$ cat config.mk
export PLATFORM = sky130hd
export DESIGN_NAME = rgb_image_rle_row_encoder
export DESIGN_NICKNAME = d
export VERILOG_FILES = /design/src/rtl/rgbrle_pkg.sv /design/src/rtl/rgb_image_rle_row_encoder.sv /design/src/rtl/rgbrle_ram.sv /design/src/rtl/rgbrle_packer.sv
export VERILOG_INCLUDE_DIRS = /design/src /design/src/rtl
export SDC_FILE = /design/constraint.sdc
export NUM_CORES = 2
export LEC_CHECK = 0
export BUFFER_PORTS_ARGS = -buffer_cell sky130_fd_sc_hd__buf_4
export CAP_MARGIN = 10
export CELL_PAD_IN_SITES_DETAIL_PLACEMENT = 1
export CELL_PAD_IN_SITES_GLOBAL_PLACEMENT = 2
export CORE_UTILIZATION = 47
export DETAILED_ROUTE_END_ITERATION = 6
export PLACE_DENSITY = 0.94
export SLEW_MARGIN = 20
export SYNTH_ARGS = -nofsm -noshare
export SYNTH_HDL_FRONTEND = slang
export SYNTH_SLANG_ARGS = --single-unit
$ cat constraint.sdc
create_clock -name clock -period 10.9 [get_ports clock]
set_input_delay 1.09 -clock clock [delete_from_list [all_inputs] [get_ports clock]]
set_output_delay 1.09 -clock clock [all_outputs]
set_load 0.05 [all_outputs]
$ cat src/rtl/rgb_image_rle_row_encoder_macros.svh
// Assertion macros for the RLE row encoder.
`ifndef RGB_IMAGE_RLE_ROW_ENCODER_MACROS_SVH
`define RGB_IMAGE_RLE_ROW_ENCODER_MACROS_SVH
`ifndef SYNTHESIS
`define RLE_ASSERT(lbl, clk, rst, prop) \
   lbl: assert property (@(posedge clk) disable iff (rst) (prop)) else $error("rle check failed");
`define RLE_ASSERT_NEVER(lbl, clk, rst, prop) \
   lbl: assert property (@(posedge clk) disable iff (rst) !(prop)) else $error("rle check failed");
`else
`define RLE_ASSERT(lbl, clk, rst, prop)
`define RLE_ASSERT_NEVER(lbl, clk, rst, prop)
`endif
`endif

$ cat src/rtl/rgbrle_pkg.sv
// Shared constants and types of the RLE row encoder.
package rgbrle_pkg;
   localparam int DEFAULT_MAX_ROW_WIDTH = 65535;
   localparam int DEFAULT_WORD_BYTES    = 8;
   localparam int STORE_DEPTH           = 128;
   localparam int CHUNK_MAX             = 126;
   localparam logic [7:0] LIT_FLAG      = 8'h80;
   localparam int LUMA_R                = 79;
   localparam int LUMA_G                = 156;
   localparam int LUMA_B                = 21;
   localparam logic [17:0] TOTAL_MAX    = 18'h3FFFF;

   localparam logic [1:0] CH_RED   = 2'd0;
   localparam logic [1:0] CH_GREEN = 2'd1;
   localparam logic [1:0] CH_BLUE  = 2'd2;
   localparam logic [1:0] CH_LUMA  = 2'd3;

   typedef struct packed {
      logic       valid;
      logic [7:0] data;
      logic       final_byte;
   } byte_push_type;
endpackage

$ cat src/rtl/rgb_image_rle_row_encoder.sv
// A request is taken, classified in the next cycle, then the encoded bytes leave
// one per cycle while the packer accepts them: a literal flush of k bytes is a
// header byte and k stored bytes, run and tail codes up to five bytes more. A new
// request is taken only once all bytes of the last one have gone to the packer.
// Reset (synchronous, active high) clears the row state, packer and register;
// the literal store is not cleared and is only read where written in the row.
`include "rgb_image_rle_row_encoder_macros.svh"
module rgb_image_rle_row_encoder #(
   parameter int MAX_ROW_WIDTH = rgbrle_pkg::DEFAULT_MAX_ROW_WIDTH,
   parameter int WORD_BYTES    = rgbrle_pkg::DEFAULT_WORD_BYTES
) (
   input  logic        clock,
   input  logic        reset,
   input  logic        req_valid,
   output logic        req_ready,
   input  logic [7:0]  req_red,
   input  logic [7:0]  req_green,
   input  logic [7:0]  req_blue,
   input  logic        req_last_in_row,
   output logic        rsp_valid,
   input  logic        rsp_ready,
   output logic [63:0] rsp_out_word,
   output logic [3:0]  rsp_out_bytes,
   output logic        rsp_row_end,
   output logic [17:0] rsp_row_bytes,
   input  logic        csr_wr_en,
   input  logic [1:0]  csr_wr_data
);
   localparam int RPW = $clog2(MAX_ROW_WIDTH + 1);
   localparam int AW  = $clog2(rgbrle_pkg::STORE_DEPTH);

   localparam logic [2:0] S_IDLE  = 3'd0;
   localparam logic [2:0] S_CLASS = 3'd1;
   localparam logic [2:0] S_HDR   = 3'd2;
   localparam logic [2:0] S_DATA  = 3'd3;
   localparam logic [2:0] S_LIST  = 3'd4;

   localparam logic PH_LITERAL = 1'b0;
   localparam logic PH_RUN     = 1'b1;

   localparam logic [6:0] CHUNK = 7'(rgbrle_pkg::CHUNK_MAX);

   logic [2:0]     state_ff, state_in;
   logic [1:0]     chan_ff;
   logic [RPW-1:0] pix_ff, pix_in, pix_next;
   logic [7:0]     x_ff, x_in;
   logic           last_ff, last_in;
   logic           phase_ff, phase_in;
   logic [7:0]     rv_ff, rv_in;
   logic [6:0]     rc_ff, rc_in;
   logic [6:0]     lc_ff, lc_in;
   logic [7:0]     ra_ff, ra_in, rb_ff, rb_in;
   logic [1:0]     rn_ff, rn_in;
   logic [7:0]     list_ff [5];
   logic [7:0]     list_in [5];
   logic [2:0]     len_ff, len_in;
   logic [2:0]     lidx_ff, lidx_in;
   logic [6:0]     fcnt_ff, fcnt_in;
   logic [AW-1:0]  didx_ff, didx_in;
   logic           flush;
   logic           ram_we;
   logic [AW-1:0]  ram_waddr, ram_raddr;
   logic [7:0]     ram_wdata, ram_rdata;
   logic [15:0]    lum_sum;
   logic [7:0]     x_sel;
   logic           accept, push_ready, push_fire;
   rgbrle_pkg::byte_push_type push;

   assign req_ready = (state_ff == S_IDLE);
   assign accept    = req_valid && req_ready;

   assign lum_sum = 16'(rgbrle_pkg::LUMA_R) * 16'(req_red)
                  + 16'(rgbrle_pkg::LUMA_G) * 16'(req_green)
                  + 16'(rgbrle_pkg::LUMA_B) * 16'(req_blue);

   always_comb begin
      case (chan_ff)
         rgbrle_pkg::CH_RED:   x_sel = req_red;
         rgbrle_pkg::CH_GREEN: x_sel = req_green;
         rgbrle_pkg::CH_BLUE:  x_sel = req_blue;
         default:              x_sel = lum_sum[15:8];
      endcase
   end

   assign pix_next = pix_ff + RPW'(1);

   // Byte source for the packer.
   always_comb begin
      push = '0;
      case (state_ff)
         S_HDR: begin
            push.valid = 1'b1;
            push.data  = rgbrle_pkg::LIT_FLAG | {1'b0, fcnt_ff};
         end
         S_DATA: begin
            push.valid = 1'b1;
            push.data  = ram_rdata;
         end
         S_LIST: begin
            push.valid      = 1'b1;
            push.data       = list_ff[lidx_ff];
            push.final_byte = last_ff && (lidx_ff == len_ff - 3'd1);
         end
         default: push = '0;
      endcase
   end

   assign push_fire = push.valid && push_ready;

   // Read address: keep reissuing the current entry while stalled.
   always_comb begin
      if (state_ff == S_DATA && push_fire) begin
         ram_raddr = didx_ff + AW'(1);
      end else if (state_ff == S_DATA) begin
         ram_raddr = didx_ff;
      end else begin
         ram_raddr = '0;
      end
   end

   always_comb begin
      state_in  = state_ff;
      pix_in    = pix_ff;
      x_in      = x_ff;
      last_in   = last_ff;
      phase_in  = phase_ff;
      rv_in     = rv_ff;
      rc_in     = rc_ff;
      lc_in     = lc_ff;
      ra_in     = ra_ff;
      rb_in     = rb_ff;
      rn_in     = rn_ff;
      list_in   = list_ff;
      len_in    = len_ff;
      lidx_in   = lidx_ff;
      fcnt_in   = fcnt_ff;
      didx_in   = didx_ff;
      flush     = 1'b0;
      ram_we    = 1'b0;
      ram_waddr = lc_ff[AW-1:0];
      ram_wdata = ra_ff;
      case (state_ff)
         S_IDLE: begin
            if (accept) begin
               x_in    = x_sel;
               last_in = req_last_in_row || (pix_next >= RPW'(MAX_ROW_WIDTH));
               pix_in  = last_in ? '0 : pix_next;
               state_in = S_CLASS;
            end
         end
         S_CLASS: begin
            len_in  = 3'd0;
            lidx_in = 3'd0;
            didx_in = '0;
            if (phase_ff == PH_RUN) begin
               if (x_ff == rv_ff) begin
                  rc_in = rc_ff + 7'd1;
                  if (rc_in == CHUNK) begin
                     list_in[0] = 8'(CHUNK);
                     list_in[1] = rv_ff;
                     len_in     = 3'd2;
                     rc_in      = 7'd0;
                  end
               end else begin
                  if (rc_ff != 7'd0) begin
                     list_in[0] = {1'b0, rc_ff};
                     list_in[1] = rv_ff;
                     len_in     = 3'd2;
                  end
                  phase_in = PH_LITERAL;
                  rc_in    = 7'd0;
                  lc_in    = 7'd0;
                  ra_in    = x_ff;
                  rb_in    = 8'd0;
                  rn_in    = 2'd1;
               end
            end else if (rn_ff < 2'd2) begin
               if (rn_ff == 2'd0) begin
                  ra_in = x_ff;
               end else begin
                  rb_in = x_ff;
               end
               rn_in = rn_ff + 2'd1;
            end else if (ra_ff == rb_ff && rb_ff == x_ff) begin
               if (lc_ff != 7'd0) begin
                  flush   = 1'b1;
                  fcnt_in = lc_ff;
               end
               lc_in    = 7'd0;
               phase_in = PH_RUN;
               rv_in    = ra_ff;
               rc_in    = 7'd3;
               ra_in    = 8'd0;
               rb_in    = 8'd0;
               rn_in    = 2'd0;
            end else begin
               ram_we = 1'b1;
               lc_in  = lc_ff + 7'd1;
               if (lc_in == CHUNK) begin
                  flush   = 1'b1;
                  fcnt_in = CHUNK;
                  lc_in   = 7'd0;
               end
               ra_in = rb_ff;
               rb_in = x_ff;
            end
            if (last_ff) begin
               if (phase_in == PH_LITERAL) begin
                  if (lc_in != 7'd0) begin
                     flush   = 1'b1;
                     fcnt_in = lc_in;
                  end
                  if (rn_in == 2'd2 && ra_in == rb_in) begin
                     list_in[len_in]        = 8'd2;
                     list_in[len_in + 3'd1] = ra_in;
                     len_in                 = len_in + 3'd2;
                  end else if (rn_in == 2'd2) begin
                     list_in[len_in]        = 8'd1;
                     list_in[len_in + 3'd1] = ra_in;
                     list_in[len_in + 3'd2] = 8'd1;
                     list_in[len_in + 3'd3] = rb_in;
                     len_in                 = len_in + 3'd4;
                  end else if (rn_in == 2'd1) begin
                     list_in[len_in]        = 8'd1;
                     list_in[len_in + 3'd1] = ra_in;
                     len_in                 = len_in + 3'd2;
                  end
               end else if (rc_in != 7'd0) begin
                  list_in[len_in]        = {1'b0, rc_in};
                  list_in[len_in + 3'd1] = rv_in;
                  len_in                 = len_in + 3'd2;
               end
               list_in[len_in] = 8'd0;
               len_in          = len_in + 3'd1;
               phase_in = PH_LITERAL;
               rv_in    = 8'd0;
               rc_in    = 7'd0;
               lc_in    = 7'd0;
               ra_in    = 8'd0;
               rb_in    = 8'd0;
               rn_in    = 2'd0;
            end
            if (flush) begin
               state_in = S_HDR;
            end else if (len_in != 3'd0) begin
               state_in = S_LIST;
            end else begin
               state_in = S_IDLE;
            end
         end
         S_HDR: begin
            if (push_fire) begin
               state_in = S_DATA;
            end
         end
         S_DATA: begin
            if (push_fire) begin
               didx_in = didx_ff + AW'(1);
               if ({1'b0, didx_ff} == 8'(fcnt_ff) - 8'd1) begin
                  state_in = (len_ff != 3'd0) ? S_LIST : S_IDLE;
               end
            end
         end
         S_LIST: begin
            if (push_fire) begin
               lidx_in = lidx_ff + 3'd1;
               if (lidx_ff == len_ff - 3'd1) begin
                  state_in = S_IDLE;
               end
            end
         end
         default: state_in = S_IDLE;
      endcase
   end

   always_ff @(posedge clock) begin
      if (reset) begin
         state_ff <= S_IDLE;
         chan_ff  <= rgbrle_pkg::CH_RED;
         pix_ff   <= '0;
         phase_ff <= PH_LITERAL;
         rv_ff    <= '0;
         rc_ff    <= '0;
         lc_ff    <= '0;
         ra_ff    <= '0;
         rb_ff    <= '0;
         rn_ff    <= '0;
         len_ff   <= '0;
         lidx_ff  <= '0;
         didx_ff  <= '0;
      end else begin
         state_ff <= state_in;
         if (csr_wr_en) begin
            chan_ff <= csr_wr_data;
         end
         pix_ff   <= pix_in;
         phase_ff <= phase_in;
         rv_ff    <= rv_in;
         rc_ff    <= rc_in;
         lc_ff    <= lc_in;
         ra_ff    <= ra_in;
         rb_ff    <= rb_in;
         rn_ff    <= rn_in;
         len_ff   <= len_in;
         lidx_ff  <= lidx_in;
         didx_ff  <= didx_in;
      end
      x_ff    <= x_in;
      last_ff <= last_in;
      list_ff <= list_in;
      fcnt_ff <= fcnt_in;
   end

   rgbrle_ram #(
      .WIDTH(8),
      .DEPTH(rgbrle_pkg::STORE_DEPTH)
   ) u_literal_store (
      .clock   (clock),
      .wr_en   (ram_we),
      .wr_addr (ram_waddr),
      .wr_data (ram_wdata),
      .rd_addr (ram_raddr),
      .rd_data (ram_rdata)
   );

   rgbrle_packer #(
      .WORD_BYTES(WORD_BYTES)
   ) u_packer (
      .clock         (clock),
      .reset         (reset),
      .push          (push),
      .push_ready    (push_ready),
      .rsp_valid     (rsp_valid),
      .rsp_ready     (rsp_ready),
      .rsp_out_word  (rsp_out_word),
      .rsp_out_bytes (rsp_out_bytes),
      .rsp_row_end   (rsp_row_end),
      .rsp_row_bytes (rsp_row_bytes)
   );

   `RLE_ASSERT(a_bytes_range, clock, reset, rsp_valid |-> (rsp_out_bytes != 4'd0 && rsp_out_bytes <= 4'(WORD_BYTES)))
   `RLE_ASSERT(a_data_idx, clock, reset, (state_ff == S_DATA) |-> ({1'b0, didx_ff} < 8'(fcnt_ff)))
   `RLE_ASSERT(a_lit_bound, clock, reset, (state_ff == S_IDLE) |-> (lc_ff < CHUNK))
   `RLE_ASSERT_NEVER(a_run_and_recent, clock, reset, phase_ff == PH_RUN && rn_ff != 2'd0)
endmodule

$ cat src/rtl/rgbrle_ram.sv
// Generic single-port-write, registered-read RAM.
module rgbrle_ram #(
   parameter int WIDTH = 8,
   parameter int DEPTH = 128
) (
   input  logic                     clock,
   input  logic                     wr_en,
   input  logic [$clog2(DEPTH)-1:0] wr_addr,
   input  logic [WIDTH-1:0]         wr_data,
   input  logic [$clog2(DEPTH)-1:0] rd_addr,
   output logic [WIDTH-1:0]         rd_data
);
   logic [WIDTH-1:0] mem [DEPTH];
   logic [WIDTH-1:0] rd_data_ff;

   always_ff @(posedge clock) begin
      if (wr_en) begin
         mem[wr_addr] <= wr_data;
      end
      rd_data_ff <= mem[rd_addr];
   end

   assign rd_data = rd_data_ff;
endmodule

$ cat src/rtl/rgbrle_packer.sv
// Byte packer: collects encoded bytes into words and holds the output register.
module rgbrle_packer #(
   parameter int WORD_BYTES = rgbrle_pkg::DEFAULT_WORD_BYTES
) (
   input  logic                       clock,
   input  logic                       reset,
   input  rgbrle_pkg::byte_push_type  push,
   output logic                       push_ready,
   output logic                       rsp_valid,
   input  logic                       rsp_ready,
   output logic [63:0]                rsp_out_word,
   output logic [3:0]                 rsp_out_bytes,
   output logic                       rsp_row_end,
   output logic [17:0]                rsp_row_bytes
);
   localparam int FW = $clog2(WORD_BYTES + 1);

   logic [8*WORD_BYTES-1:0] word_ff, word_in, word_put;
   logic [FW-1:0]           fill_ff, fill_in;
   logic [17:0]             total_ff, total_in, total_put;
   logic                    valid_ff, valid_in;
   logic [63:0]             out_word_ff, out_word_in;
   logic [3:0]              out_bytes_ff, out_bytes_in;
   logic                    row_end_ff, row_end_in;
   logic [17:0]             row_bytes_ff, row_bytes_in;
   logic                    completes, fire;

   always_comb begin
      word_put = word_ff;
      for (int i = 0; i < WORD_BYTES; i++) begin
         if (fill_ff == FW'(i)) begin
            word_put[8*i +: 8] = push.data;
         end
      end
   end

   assign completes  = (fill_ff == FW'(WORD_BYTES - 1)) || push.final_byte;
   assign push_ready = !completes || !valid_ff || rsp_ready;
   assign fire       = push.valid && push_ready;
   assign total_put  = (total_ff == rgbrle_pkg::TOTAL_MAX) ? total_ff : total_ff + 18'd1;

   always_comb begin
      word_in      = word_ff;
      fill_in      = fill_ff;
      total_in     = total_ff;
      valid_in     = valid_ff && !rsp_ready;
      out_word_in  = out_word_ff;
      out_bytes_in = out_bytes_ff;
      row_end_in   = row_end_ff;
      row_bytes_in = row_bytes_ff;
      if (fire) begin
         total_in = push.final_byte ? 18'd0 : total_put;
         if (completes) begin
            word_in      = '0;
            fill_in      = '0;
            valid_in     = 1'b1;
            out_word_in  = 64'(word_put);
            out_bytes_in = 4'(fill_ff) + 4'd1;
            row_end_in   = push.final_byte;
            row_bytes_in = push.final_byte ? total_put : 18'd0;
         end else begin
            word_in = word_put;
            fill_in = fill_ff + FW'(1);
         end
      end
   end

   always_ff @(posedge clock) begin
      if (reset) begin
         word_ff  <= '0;
         fill_ff  <= '0;
         total_ff <= '0;
         valid_ff <= 1'b0;
      end else begin
         word_ff  <= word_in;
         fill_ff  <= fill_in;
         total_ff <= total_in;
         valid_ff <= valid_in;
      end
      out_word_ff  <= out_word_in;
      out_bytes_ff <= out_bytes_in;
      row_end_ff   <= row_end_in;
      row_bytes_ff <= row_bytes_in;
   end

   assign rsp_valid     = valid_ff;
   assign rsp_out_word  = out_word_ff;
   assign rsp_out_bytes = out_bytes_ff;
   assign rsp_row_end   = row_end_ff;
   assign rsp_row_bytes = row_bytes_ff;
endmodule
==> results by group <==
Layout
  • Layout cell share with drive strength beyond 1: 8.936%
  • Fin area: 66080 µm²
  • Area grow syn2layout: 11.86%
  • # fillers: 12595
  • # nets final: 5095

Yosys
  • Top-count cell post-synth: edfxtp_1
  • Synth Flop Type: edfxtp_1
  • Avg Cell Area, Syn: 12.08 µm²
  • Post-Syn Area: 59080 µm²
  • Commonest cells post-synth: edfxtp_1 (1167), nand2_1 (933), nor2_1 (345)
  • Area leader, netlist: edfxtp_1
  • Yosys top cell area share: 59.32%
  • Yosys reg bits: 1337
  • Post-synthesis cell count: 4891
  • Top post-synthesis cells by area: edfxtp_1 (59%), nand2_1 (5.9%), dfxtp_1 (5.8%)
  • Cell variety after synth: 90
  • Synth warnings: 0
  • Seq/Total Area, Yosys: 65.08%
  • Post-synth ARST share: 0%
  • Syn_nets: 5068
  • Number of synthesized flops with an enable pin: 1167

Detailed routing
  • Drt via density: 6.227
  • Pre-Repair DR Iteration Count: 6
  • Routed WL: 178.6 mm
  • DRC: 0
  • DR WL/cell: 26.77 µm
  • Post-DRT Antenna Nets: 0
  • DR vias: 41562
  • 1st-iter DRT viols: 4187

STA
  • RSZ-0062 raised after global routing: no
  • Crit path time final: 7.091 ns
  • Final setup violation count: 0
  • Endpoints failing hold: 0
  • Fin Setup TNS: 0 ns
  • Crit share post-route: 65.06%
  • Clock skew: 0.04297 ns
  • Final Max Tran Viols: 0
  • F_max: 141.0 MHz
  • Worst hold margin: 0.4618 ns
  • Worst Max-Slew Pin Slew: 1.188 ns
  • Worst rel slew slack: 19.75%

Global routing
  • Largest net degree at the start of global routing: 162
  • Total Routing Usage GR: 27.79%
  • Grt ovf: 0
  • First-pass GRT wire length: 267.8 mm
  • Vias in the first global route: 43163
  • Antenna violations before repair: 4

Worst setup path
  • CP startpoint kind: input port
  • Crit Path Max Fanout: 4
  • Reg2Reg Setup Slack: 5.20 ns
  • Crit path DAT: 7.59 ns
  • R2R depth: 13
  • Critical setup path kind: in -> reg
  • WP data required: 11.40 ns
  • FF-to-FF Start: ra_ff[3]
  • R2r endpoint: list_ff[37]
  • Worst Setup End Kind: register

Clock tree
  • CTS tree: built
  • Post_cts resized: 0
  • Post-CTS Setup Bufs: 0
  • Clk Latency, worst-skew pair: 0.78 ns
  • CTS sink cnt: 1337
  • Cts hold-fix bufs: 0
  • H-tree Lvls: 4
  • Bufs on Longest Clock Path: 3
  • Clock root cell: clkbuf_16
  • Worst-path clk slew: 0.06 ns
  • CTS Buf Count: 142

Floorplanning
  • Die Span X: 356.5 µm
  • Num ports: 121
  • Die ar.: 127100 µm²
  • Core Area: 124100 µm²
  • Die height: 356.5 µm
  • Initial Util: 47.60%
  • Rows: 129

Power and ir drop
  • Power, Total: 11.90 mW
  • PD cells: 180.1 nW/µm²
  • Peak VDD IR: 0.1866 mV
  • Leakage power: 22.47 nW

Placement
  • Post-DP Area: 61400 µm²
  • PortBufs: 120
  • Hpwl dp: 111.6 mm
  • Gpl congestion: 0.8439

Hold path
  • Hold Path Depth: 1
  • Hold wc startpoint: u_packer.word_ff[61]
  • Worst Hold Endpoint: u_packer.word_ff[61]
  • Worst min-delay path class: reg -> reg

Outcome
  • Outcome: completed

Run
  • Max-cap violations: 0
==> worst max-delay path, stage by stage <==
cell,delay [ns]
buf_4,0.10
inv_1,0.09
fa_1,0.56
inv_1,0.06
ha_1,0.28
ha_1,0.31
ha_1,0.32
a21oi_1,0.21
xnor2_1,0.20
fa_1,0.47
fa_1,0.51
inv_1,0.06
fa_1,0.50
fa_1,0.53
inv_1,0.05
ha_1,0.29
o21ai_0,0.08
o21bai_1,0.13
a21oi_1,0.35
o21ai_0,0.32
o41ai_1,0.48
xnor2_1,0.13
mux4_2,0.47
==> area by class of cell <==
class | count | area, µm² | area share [%]
Tap cell | 1637 | 2048 | 3.099
Inverter | 160 | 600.6 | 0.9088
Antenna cell | 1 | 2.502 | 0.003787
Timing Repair Buffer | 178 | 1374 | 2.079
Sequential cell | 1337 | 38480 | 58.22
Clock inverter | 78 | 764.5 | 1.157
Clock buffer | 184 | 3910 | 5.917
Multi-Input combinational cell | 3099 | 18910 | 28.61
==> through the flow <==
stage	instances	utilization (%)	setup WS, ns
after floorplan	4891	-	3.720
after global placement	6411	49.47	3.302
after detailed placement	6411	49.47	3.037
after CTS	6673	53.24	3.837
after global routing	6673	53.24	3.484
final	6674	53.24	3.809
==> per-layer routing <==
| layer | share of wire, % | vias to the layer above | wire length, µm | GRT usage, % |
|---|---|---|---|---|
| met1 | 40 | 21318 | 70880 | 35.85 |
| met4 | 3.9 | 0 | 6961 | 11.26 |
| met2 | 50 | 1788 | 89330 | 47.19 |
| li1 | - | 18061 | - | - |
| met5 | 0 | - | 0 | 0 |
| met3 | 6.4 | 395 | 11470 | 3.893 |
==> cells by family after synthesis <==
logic type               count (synthesis)  share of synthesized area (%)
AND/OR/NAND/NOR                       1943                          14.59
AO/OA/AOI/OAI                          735                          8.476
buffers and inverters                  455                          3.115
multiplexers                           202                          3.783
flip-flops                            1337                          65.08
XOR/XNOR                                74                          1.146
adder cells (fa/ha/maj)                145                          3.808
==> registers in the layout, summed over array words and instances (netlist names), 4 cells and up, named ones only <==
| name | flops |
|---|---|
| u_literal_store.rd_data | 8 |
| lc_ff | 7 |
| u_packer.rsp_row_bytes | 18 |
| u_packer.word_ff | 64 |
| u_packer.rsp_out_word | 64 |
| ra_ff | 8 |
| u_literal_store.mem | 1024 |
| fcnt_ff | 7 |
| rc_ff | 7 |
| rv_ff | 8 |
| x_ff | 8 |
| list_ff | 32 |
| u_packer.fill_ff | 4 |
| u_packer.total_ff | 18 |
| pix_ff | 16 |
| u_packer.rsp_out_bytes | 4 |
| didx_ff | 7 |
| rb_ff | 8 |
==> worst max path at each step <==
stage | start | end | slack, ns
floorplan | len_ff[0] | u_packer.word_ff[56] | 3.72
global placement | req_green[4] | x_ff[7] | 3.30
detailed placement | req_green[3] | x_ff[7] | 3.04
CTS | req_green[3] | x_ff[7] | 3.84
global route | req_green[3] | x_ff[7] | 3.48
finish | req_green[3] | x_ff[7] | 3.81
==> cell usage in the layout, fill, tap and decap left out, drive strengths merged, types with 18 or more instances in the layout <==
cell type,count
ha,87
buf,178
or3,29
xnor2,44
o22ai,32
inv,164
nand4,119
a32o,20
nor3,67
and3,31
nor2b,18
dfxtp,170
a21oi,151
a22oi,79
and2,32
a32oi,105
nand3,292
a31oi,29
nor2,345
edfxtp,1167
nor4,20
o21ai,169
nand2,934
fa,58
clkinv,60
mux2i,179
xor2,29
clkbuf,184
==> where the power goes <==
group	internal (mW)	switching, mW	leakage [nW]
clock	2.81	2.07	2.28
sequential	5.56	0.0577	12.2
combinational	0.567	0.837	7.98
total	8.94	2.97	22.5
No activity file was read; power rests on OpenSTA's default activity.
